$ cat src/hdl/psc_pkg.sv
// Shared types, codes and helpers of the PSU serial command unit.
package psc_pkg;

  // Item kinds on the input channel
  typedef enum logic [1:0] {
    CMD_SERIAL = 2'd0,
    CMD_ADC    = 2'd1,
    CMD_TEMP   = 2'd2,
    CMD_UNUSED = 2'd3
  } cmd_t;

  // Setpoint argument awaited after a set command
  typedef enum logic [1:0] {
    ARG_NONE = 2'd0,
    ARG_VOLT = 2'd1,
    ARG_AMP  = 2'd2
  } arg_t;

  // Command letters
  localparam logic [7:0] CH_ESC    = 8'h1B;
  localparam logic [7:0] CH_SET_V  = 8'h56; // 'V'
  localparam logic [7:0] CH_SET_A  = 8'h41; // 'A'
  localparam logic [7:0] CH_READ_V = 8'h76; // 'v'
  localparam logic [7:0] CH_READ_A = 8'h61; // 'a'
  localparam logic [7:0] CH_READ_T = 8'h74; // 't'
  localparam logic [7:0] CH_STATUS = 8'h73; // 's'
  localparam logic [7:0] CH_OUT_ON = 8'h4F; // 'O'
  localparam logic [7:0] CH_OUT_OFF = 8'h6F; // 'o'

  // Reply bytes
  localparam logic [7:0] REPLY_ACK = 8'd13;
  localparam logic [7:0] REPLY_ERR = 8'd63; // '?'

  localparam logic [7:0] LIMIT_RESET = 8'd250;
  localparam logic [7:0] READING_MAX = 8'd255;

  localparam int unsigned IN_TDATA_W  = 32;
  localparam int unsigned OUT_TDATA_W = 48;

  // One input item
  typedef struct packed {
    cmd_t        cmd;
    logic [7:0]  rx_byte;
    logic [9:0]  adc_value;
    logic [7:0]  temperature;
  } item_t;

  // Round a 10-bit conversion to 8 bits, saturating at full scale
  function automatic logic [7:0] adc_round(input logic [9:0] v);
    logic [7:0] hi;
    hi = v[9:2];
    if (hi != READING_MAX && v[1]) begin
      hi = hi + 8'd1;
    end
    return hi;
  endfunction

endpackage

$ cat src/hdl/psc_in_reg.sv
// Input register stage of the PSU serial command unit.
module psc_in_reg (
  input  logic                         clk,
  input  logic                         rst_n,
  input  logic                         in_valid,
  output logic                         in_ready,
  input  psc_pkg::item_t               in_item,
  input  logic                         advance,
  output logic                         item_valid,
  output psc_pkg::item_t               item
);
  import psc_pkg::*;

  logic  valid_r;
  item_t item_r;

  // Take a new item when empty or when the held one moves on
  assign in_ready   = !valid_r || advance;
  assign item_valid = valid_r;
  assign item       = item_r;

  // Hold control state
  always_ff @(posedge clk) begin
    if (!rst_n) begin
      valid_r <= 1'b0;
    end else if (in_valid && in_ready) begin
      valid_r <= 1'b1;
    end else if (advance) begin
      valid_r <= 1'b0;
    end
  end

  // Load payload on accept
  always_ff @(posedge clk) begin
    if (in_valid && in_ready) begin
      item_r <= in_item;
    end
  end

endmodule

$ cat src/hdl/psc_engine.sv
// Command decode, supply state and result register of the PSU serial command unit.
module psc_engine (
  input  logic                                  clk,
  input  logic                                  rst_n,
  input  logic                                  cfg_wen,
  input  logic [7:0]                            cfg_wdata,
  input  logic                                  item_valid,
  input  psc_pkg::item_t                        item,
  output logic                                  advance,
  output logic                                  out_valid,
  input  logic                                  out_ready,
  output logic                                  out_tx_valid,
  output logic [psc_pkg::OUT_TDATA_W-1:0]       out_data
);
  import psc_pkg::*;

  logic       [7:0] limit_r;
  arg_t             pending_r, pending_nxt;
  logic       [7:0] volt_meas_r, volt_meas_nxt;
  logic       [7:0] amp_meas_r, amp_meas_nxt;
  logic       [7:0] temp_meas_r, temp_meas_nxt;
  logic             adc_on_volt_r, adc_on_volt_nxt;
  logic       [7:0] volt_set_r, volt_set_nxt;
  logic       [7:0] amp_set_r, amp_set_nxt;
  logic             out_on_r, out_on_nxt;
  logic             remote_r, remote_nxt;
  logic             tx_nxt;
  logic       [7:0] tb_nxt;
  logic       [7:0] adc_rounded;
  logic             out_valid_r;
  logic             tx_valid_r;
  logic [OUT_TDATA_W-1:0] data_r;

  // Move the held item into the result register when it is free
  assign advance      = item_valid && (!out_valid_r || out_ready);
  assign out_valid    = out_valid_r;
  assign out_tx_valid = tx_valid_r;
  assign out_data     = data_r;

  assign adc_rounded = adc_round(item.adc_value);

  // Decode the item and work out the next state and reply
  always_comb begin
    pending_nxt     = pending_r;
    volt_meas_nxt   = volt_meas_r;
    amp_meas_nxt    = amp_meas_r;
    temp_meas_nxt   = temp_meas_r;
    adc_on_volt_nxt = adc_on_volt_r;
    volt_set_nxt    = volt_set_r;
    amp_set_nxt     = amp_set_r;
    out_on_nxt      = out_on_r;
    remote_nxt      = remote_r;
    tx_nxt          = 1'b0;
    tb_nxt          = 8'd0;
    unique case (item.cmd)
      CMD_SERIAL: begin
        pending_nxt = ARG_NONE;
        if (pending_r == ARG_VOLT || pending_r == ARG_AMP) begin
          // Argument byte: accept it up to the limit
          tx_nxt = 1'b1;
          if (item.rx_byte <= limit_r) begin
            if (pending_r == ARG_VOLT) begin
              volt_set_nxt = item.rx_byte;
            end else begin
              amp_set_nxt = item.rx_byte;
            end
            remote_nxt = 1'b1;
            tb_nxt     = REPLY_ACK;
          end else begin
            tb_nxt = REPLY_ERR;
          end
        end else begin
          unique case (item.rx_byte)
            CH_ESC: ;
            CH_SET_V: pending_nxt = ARG_VOLT;
            CH_SET_A: pending_nxt = ARG_AMP;
            CH_READ_V: begin
              tx_nxt = 1'b1;
              tb_nxt = volt_meas_r;
            end
            CH_READ_A: begin
              tx_nxt = 1'b1;
              tb_nxt = amp_meas_r;
            end
            CH_READ_T: begin
              tx_nxt = 1'b1;
              tb_nxt = temp_meas_r;
            end
            CH_STATUS: begin
              tx_nxt = 1'b1;
              tb_nxt = {7'd0, out_on_r};
            end
            CH_OUT_ON: begin
              out_on_nxt = 1'b1;
              remote_nxt = 1'b1;
              tx_nxt     = 1'b1;
              tb_nxt     = REPLY_ACK;
            end
            CH_OUT_OFF: begin
              out_on_nxt = 1'b0;
              remote_nxt = 1'b1;
              tx_nxt     = 1'b1;
              tb_nxt     = REPLY_ACK;
            end
            default: begin
              tx_nxt = 1'b1;
              tb_nxt = REPLY_ERR;
            end
          endcase
        end
      end
      CMD_ADC: begin
        // Alternate between current and voltage channel
        if (adc_on_volt_r) begin
          volt_meas_nxt = adc_rounded;
        end else begin
          amp_meas_nxt = adc_rounded;
        end
        adc_on_volt_nxt = !adc_on_volt_r;
      end
      CMD_TEMP: temp_meas_nxt = item.temperature;
      default: ;
    endcase
  end

  // Hold configuration and supply state
  always_ff @(posedge clk) begin
    if (!rst_n) begin
      limit_r       <= LIMIT_RESET;
      pending_r     <= ARG_NONE;
      volt_meas_r   <= 8'd0;
      amp_meas_r    <= 8'd0;
      temp_meas_r   <= 8'd0;
      adc_on_volt_r <= 1'b0;
      volt_set_r    <= 8'd0;
      amp_set_r     <= 8'd0;
      out_on_r      <= 1'b0;
      remote_r      <= 1'b0;
      out_valid_r   <= 1'b0;
    end else begin
      if (cfg_wen) begin
        limit_r <= cfg_wdata;
      end
      if (advance) begin
        pending_r     <= pending_nxt;
        volt_meas_r   <= volt_meas_nxt;
        amp_meas_r    <= amp_meas_nxt;
        temp_meas_r   <= temp_meas_nxt;
        adc_on_volt_r <= adc_on_volt_nxt;
        volt_set_r    <= volt_set_nxt;
        amp_set_r     <= amp_set_nxt;
        out_on_r      <= out_on_nxt;
        remote_r      <= remote_nxt;
        out_valid_r   <= 1'b1;
      end else if (out_ready) begin
        out_valid_r <= 1'b0;
      end
    end
  end

  // Load the result payload
  always_ff @(posedge clk) begin
    if (advance) begin
      tx_valid_r <= tx_nxt;
      data_r     <= {6'd0, amp_meas_nxt, volt_meas_nxt, remote_nxt, out_on_nxt,
                     amp_set_nxt, volt_set_nxt, tb_nxt};
    end
  end

endmodule

$ cat src/hdl/psu_serial_command_unit_core.sv
// Top level of the PSU serial command unit.
// An accepted item is held in the input register, then its result in the result register;
// the state update and decode sit between the two.
// Throughput: one item per cycle while out_tready is high; the result register frees as it is taken.
// Reset (rst_n low, synchronous): both stages empty, setpoints, readings and flags
// cleared, no argument pending, setpoint limit 250.
module psu_serial_command_unit_core (
  input  logic                               clk,
  input  logic                               rst_n,
  input  logic                               cfg_wen,
  input  logic [7:0]                         cfg_wdata,
  input  logic                               in_tvalid,
  output logic                               in_tready,
  // [7:0] rx_byte, [17:8] adc_value, [25:18] temperature, [31:26] zero
  input  logic [psc_pkg::IN_TDATA_W-1:0]     in_tdata,
  // [1:0] cmd
  input  logic [1:0]                         in_tuser,
  output logic                               out_tvalid,
  input  logic                               out_tready,
  // [7:0] tx_byte, [15:8] voltage_setpoint, [23:16] current_setpoint,
  // [24] output_enabled, [25] remote_active, [33:26] voltage_reading,
  // [41:34] current_reading, [47:42] zero
  output logic [psc_pkg::OUT_TDATA_W-1:0]    out_tdata,
  // [0] tx_valid
  output logic                               out_tuser
);
  import psc_pkg::*;

  item_t in_item;
  item_t item;
  logic  item_valid;
  logic  advance;

  // Unpack the input item
  assign in_item.cmd         = cmd_t'(in_tuser);
  assign in_item.rx_byte     = in_tdata[7:0];
  assign in_item.adc_value   = in_tdata[17:8];
  assign in_item.temperature = in_tdata[25:18];

  psc_in_reg u_in_reg (
    .clk        (clk),
    .rst_n      (rst_n),
    .in_valid   (in_tvalid),
    .in_ready   (in_tready),
    .in_item    (in_item),
    .advance    (advance),
    .item_valid (item_valid),
    .item       (item)
  );

  psc_engine u_engine (
    .clk          (clk),
    .rst_n        (rst_n),
    .cfg_wen      (cfg_wen),
    .cfg_wdata    (cfg_wdata),
    .item_valid   (item_valid),
    .item         (item),
    .advance      (advance),
    .out_valid    (out_tvalid),
    .out_ready    (out_tready),
    .out_tx_valid (out_tuser),
    .out_data     (out_tdata)
  );

endmodule

$ cat config.mk
export PLATFORM = sky130hd
export DESIGN_NAME = psu_serial_command_unit_core
export DESIGN_NICKNAME = d
export VERILOG_FILES = /design/src/hdl/psc_pkg.sv /design/src/hdl/psc_in_reg.sv /design/src/hdl/psc_engine.sv /design/src/hdl/psu_serial_command_unit_core.sv
export SDC_FILE = /design/constraint.sdc
export NUM_CORES = 1
export LEC_CHECK = 0
export BUFFER_PORTS_ARGS = -buffer_cell sky130_fd_sc_hd__buf_2
export CORE_ASPECT_RATIO = 1.75
export CORE_MARGIN = 5
export CORE_UTILIZATION = 40
export CTS_BUF_LIST = sky130_fd_sc_hd__clkbuf_8
export CTS_CLUSTER_SIZE = 8
export DETAILED_ROUTE_END_ITERATION = 8
export GPL_ROUTABILITY_DRIVEN = 0
export PLACE_DENSITY = 0.62
export SYNTH_ARGS = -nofsm -noshare
export SYNTH_HDL_FRONTEND = slang
export SYNTH_HIERARCHICAL = 1
export SYNTH_SLANG_ARGS = --single-unit
$ cat constraint.sdc
create_clock -name clk -period 3.4 [get_ports clk]
set_input_delay 0.51 -clock clk [delete_from_list [all_inputs] [get_ports clk]]
set_output_delay 0.51 -clock clk [all_outputs]
set_load 0.01 [all_outputs]
# [After elaboration in Yosys (flattened, before gate mapping)]
# Index checks and enable logic that the tools add are counted.
[word_totals] reg_bits=126 inputBits=47 output_inout_bits=51 wordCells=83
[op_classes] addsub=1 order_cmp=1 eq_ne=14 mux=31 n_reduce_logical=17
[ops] op="$mux 8" n=14
[ops] op="$eq 8x7->1 const B" n=8
[ops] op="$pmux 8 s6" n=1
[ops] op="$mux 1" n=12
[ops] op="$add 8x1->8 const B" n=1
[ops] op="$eq 8x5->1 const B" n=1
[ops] op="$le 8x8->1" n=1
[ops] op="$ne 8x8->1 const B" n=1
[ops] op="$mux 6" n=1
[ops] op="$reduce_and 2->1" n=3
[ops] op="$eq 2x1->1 const B" n=2
[ops] op="$eq 2x2->1 const B" n=2
[ops] op="$pmux 2 s2" n=1
[ops] op="$reduce_bool 2->1" n=2
[ops] op="$logic_and 1x1->1" n=3
[ops] op="$logic_not 1->1" n=3
[ops] op="$logic_or 1x1->1" n=3
[ops] op="$reduce_or 3->1" n=1
[ops] op="$logic_not 2->1" n=1
[ops] op="$mux 2" n=1
[ops] op="$pmux 1 s2" n=1
[ops] op="$reduce_or 2->1" n=1

# [Longest topological paths before layout]
[logic_depth] word_depth=6 depth_mapped=8 ltp_nobuf=7

# [Hierarchy]
# Netlist, hierarchy kept.
[modules_own_cells] mod="psc_engine" n_inst=1 cells_each=426 area_each_um2=4465.5 seq_area_each_um2=2372.3
[modules_own_cells] mod="psc_in_reg" n_inst=1 cells_each=33 area_each_um2=898.4 seq_area_each_um2=860.8

# [Worst setup path before layout]
# OpenSTA, ideal clock, no wires.
[synth_path] path_kind="input port to flip-flop" start="in out_tready" end="reg u_engine.amp_set_r[0]" setup_time_ps=72 t_arrival_ps=2637 t_required_ps=3328 slack_ps=692 cell_stages=6 path_buffers=0 cell_sequence="nand2b_1 -> nand2_1 -> inv_1 -> nand2_1 -> a211oi_4 -> mux2i_1"
[synth_via] elab_chain_len=2
[synth_rtl] item="start: declaration" line="psu_serial_command_unit_core.sv:19" source="input logic out_tready,"
[synth_rtl] item="$logic_or 1x1->1" line="psc_engine.sv:35" source="assign advance = item_valid && (!out_valid_r || out_ready);"
[synth_rtl] item="$logic_and 1x1->1" line="psc_engine.sv:35"
[synth_rtl] item="net advance" line="psu_serial_command_unit_core.sv:32" source="logic advance;"
[synth_rtl] item="end signal: assignment" line="psc_engine.sv:151" source="amp_set_r <= amp_set_nxt;"
[synth_rtl] item="end: declaration" line="psc_engine.sv:24" source="logic [7:0] amp_set_r, amp_set_nxt;"
# The timed path passes the listed nets, and every way through them passes these cells.
# A chain may end at the register's enable or synchronous reset.

# [Final worst setup path]
[layout_path] start="reg u_in_reg.item_r, in the netlist u_in_reg/item[23]" end="reg u_engine.data_r[17] (netlist: u_engine/out_data[17]) (data pin)"
[layout_via] elab_chain_len=4
[layout_rtl] item="start: declaration" line="psc_in_reg.sv:15" source="item_t item_r;"
[layout_rtl] item="start signal: assignment" line="psc_in_reg.sv:36" source="item_r <= in_item;"
[layout_rtl] item="$le 8x8->1" line="psc_engine.sv:61" source="if (item.rx_byte <= limit_r) begin"
[layout_rtl] item="$mux 8" line="psc_engine.sv:61"
[layout_rtl] item="$mux 8" line="psc_engine.sv:58" source="if (pending_r == ARG_VOLT || pending_r == ARG_AMP) begin"
[layout_rtl] item="$mux 8" line="psc_engine.sv:55" source="unique case (item.cmd)"
[layout_rtl] item="net u_engine.amp_set_nxt[1]" line="psc_engine.sv:24"
[layout_rtl] item="end signal: assignment" line="psc_engine.sv:165" source="data_r <= {6'd0, amp_meas_nxt, volt_meas_nxt, remote_nxt, out_on_nxt,"
[layout_rtl] item="end: declaration" line="psc_engine.sv:32" source="logic [OUT_TDATA_W-1:0] data_r;"
# The timed path passes the listed nets, and every way through them passes these cells.

==> key figures <==
Outcome
  • Run status: finished, final reports clean

Setup path
  • Crit start category: flop
  • Crit. End Element: flop
  • Setup CP Type: reg -> reg
  • Critical path arrival: roughly 3100 ps
  • CP Max Fanout: 9
  • Worst EP required: ~3600 ps

Timing
  • Final min period: a little under 3000 ps
  • Unrepaired setup endpoints after global routing: false
  • Final hold vios: 0
  • Setup violations, final: 0
  • Relative slew slack: approximately two fifths
  • Slew @ Worst Pin: between 800 and 900 ps
  • Hold WS: 265 ps
  • Fmax: roughly 0.34 GHz
  • Final period util: 87.5%
  • Max-slew violations: 0
  • Layout Skew: about 11 ps
  • Setup tns final: 0 ps

Power
  • Sw frac: 23.9%
  • Power Dens Cells: 494 mW/mm2
  • Leak Pwr: between 0.002 and 0.0025 uW
  • Post-layout total power: 3090 uW
  • Worst-case vdd ir drop: ~0.30 mV
  • Combinational share of power: under 10%
  • Int Power: around 2300 uW
  • Clock power frac: 36.8%
  • Psw: approximately 740 uW
  • Reg power frac: between 50% and 60%

Clocking
  • CTS Buf Count: 17
  • Setup Buffers After CTS: 0
  • CTS tree: done
  • Clock Sinks: between 100 and 150
  • CTS Hold Buffers Added: 0
  • Htree depth: 4
  • Reg clk slew, reported paths: approximately 70 ps
  • Later-pin clock latency in the skew report: 420 ps
  • Root Driver: clkbuf_8
  • CTS max path bufs: 2
  • Resized cells post-CTS: 0

GRT
  • First-pass GRT wire length: 19200 um
  • All-Layer GR Usage: between 10% and 20%
  • Remaining global-route overflow: 0
  • Number of global-route vias before repair: around 3800
  • Largest net degree at the start of global routing: 45
  • Antenna violations before repair: 0

Synth
  • Mapped Cells: approximately 460
  • Synth warn: 6
  • Mean post-synth cell area: 11.6 um2
  • Synthesized area: between 0.005 and 0.006 mm2

Layout
  • Fraction of layout cells with a size suffix above 1: around 25%
  • Diodes inserted: 0
  • Area Growth Syn to Fin: 17.1%
  • Final #Nets: around 600
  • Final Util: 47.2%

Die
  • Initial Util: between 40% and 50%
  • Core Area: 0.0132 mm2
  • Rows: 56
  • Height of the die: approximately 160 um
  • IO Pins: 98
  • Die area: roughly 0.016 mm2
  • Die width: 97.3 um

Placement
  • PortBufs: 84
  • Final HPWL DP: 8900 um

Run
  • Max cap viols: 0

Routing
  • Vias per cell: 5.08
  • TritonRoute pass-1 iters: 7
  • Mean routed wirelength per cell: ~17 um
  • Routed Antenna Nets: 0
  • DRT Wirelength: around 12000 um
  • Starting DRT DRC Count: 215
  • Routed vias: approximately 3700
  • DRC Markers: 0

Worst hold path
  • Worst Hold Class: in -> reg
layout by cell type, fill, tap and decap left out, types with 4 or more instances in the layout:
cell type,instances
buf_2,84
edfxtp_1,70
nand2_1,61
dfxtp_1,55
o21ai_0,31
mux2i_1,30
a21oi_1,28
nor2_1,22
clkbuf_8,19
inv_1,19
mux2_2,17
ha_1,10
o211ai_1,7
nor2b_1,6
and3_1,6
nand3_1,6
conb_1,6
clkinv_2,5
buf_4,5
nand4_1,5
nand2b_1,5
nor3_1,5
a222oi_1,5
xor2_1,4
a31oi_1,4
worst paths after layout:
kind,cells after the start,slack [ps],end,from
max,7,420,u_engine/out_data[17]$_DFFE_PP_,u_in_reg/item[23]$_DFFE_PP_
min,1,260,u_in_reg/item[0]$_DFFE_PP_,in_tdata[18]
max reg2reg,7,420,u_engine/out_data[17]$_DFFE_PP_,u_in_reg/item[23]$_DFFE_PP_
min reg2reg,2,460,u_engine/volt_set_r[4]$_SDFFE_PN0P_,u_engine/volt_set_r[4]$_SDFFE_PN0P_
layer usage:
layer / GRT usage, % / share of wire (%)
met5: 0 / 0
met4: 6.93 / 2.8
met3: 4.03 / 4.7
met2: 30.2 / 57
met1: 15.6 / 36
critical path, cell delays in order (launching register included):
cell	delay [ps]
edfxtp_1	540
ha_1	380
a211oi_2	170
nor2_1	80
nand4bb_1	490
a2111oi_4	430
buf_4	250
mux2_2	370
through the flow:
| step | setup WS (ps) | cell area [um2] | instances |
|---|---|---|---|
| final | 424 | 6240 | 732 |
| after floorplan | 692 | 5350 | 463 |
| after CTS | 443 | 6240 | 732 |
| after detailed placement | 456 | 5900 | 700 |
| after global routing | 331 | 6240 | 732 |
| after global placement | 523 | 5900 | 700 |
power groups by stage:
stage / clock network [uW] / logic, uW / registers, uW
6_report: 1130 / 239 / 1710
3_5_place_dp: 0 / 240 / 1750
5_1_grt: 1240 / 265 / 1720
4_1_cts: 1170 / 241 / 1710
2_1_floorplan: 0 / 148 / 1740
3_3_place_gp: 0 / 233 / 1740
sequential cells by signal, indices dropped and copies added, names as in the netlist:
name                    flops
u_engine/out_on_r           1
u_engine/amp_meas_r         8
u_in_reg/item_valid         1
u_engine/limit_r            8
u_engine/volt_set_r         8
u_engine/amp_set_r          8
u_engine/out_tx_valid       1
u_engine/adc_on_volt_r      1
u_engine/volt_meas_r        8
u_engine/out_data          42
u_engine/remote_r           1
u_engine/temp_meas_r        8
u_in_reg/item              27
u_engine/out_valid          1
u_engine/pending_r          2
layout make-up:
type / count / area (um2)
inverter: 15 / 56.3
tap: 174 / 218
clock inverter: 13 / 85.1
timing repair buffer: 89 / 458
sequential: 125 / 3200
multi-input combinational: 297 / 1960
clock buffer: 19 / 262
fill: 1209 / 7000
No activity file was read; power rests on OpenSTA's default activity.
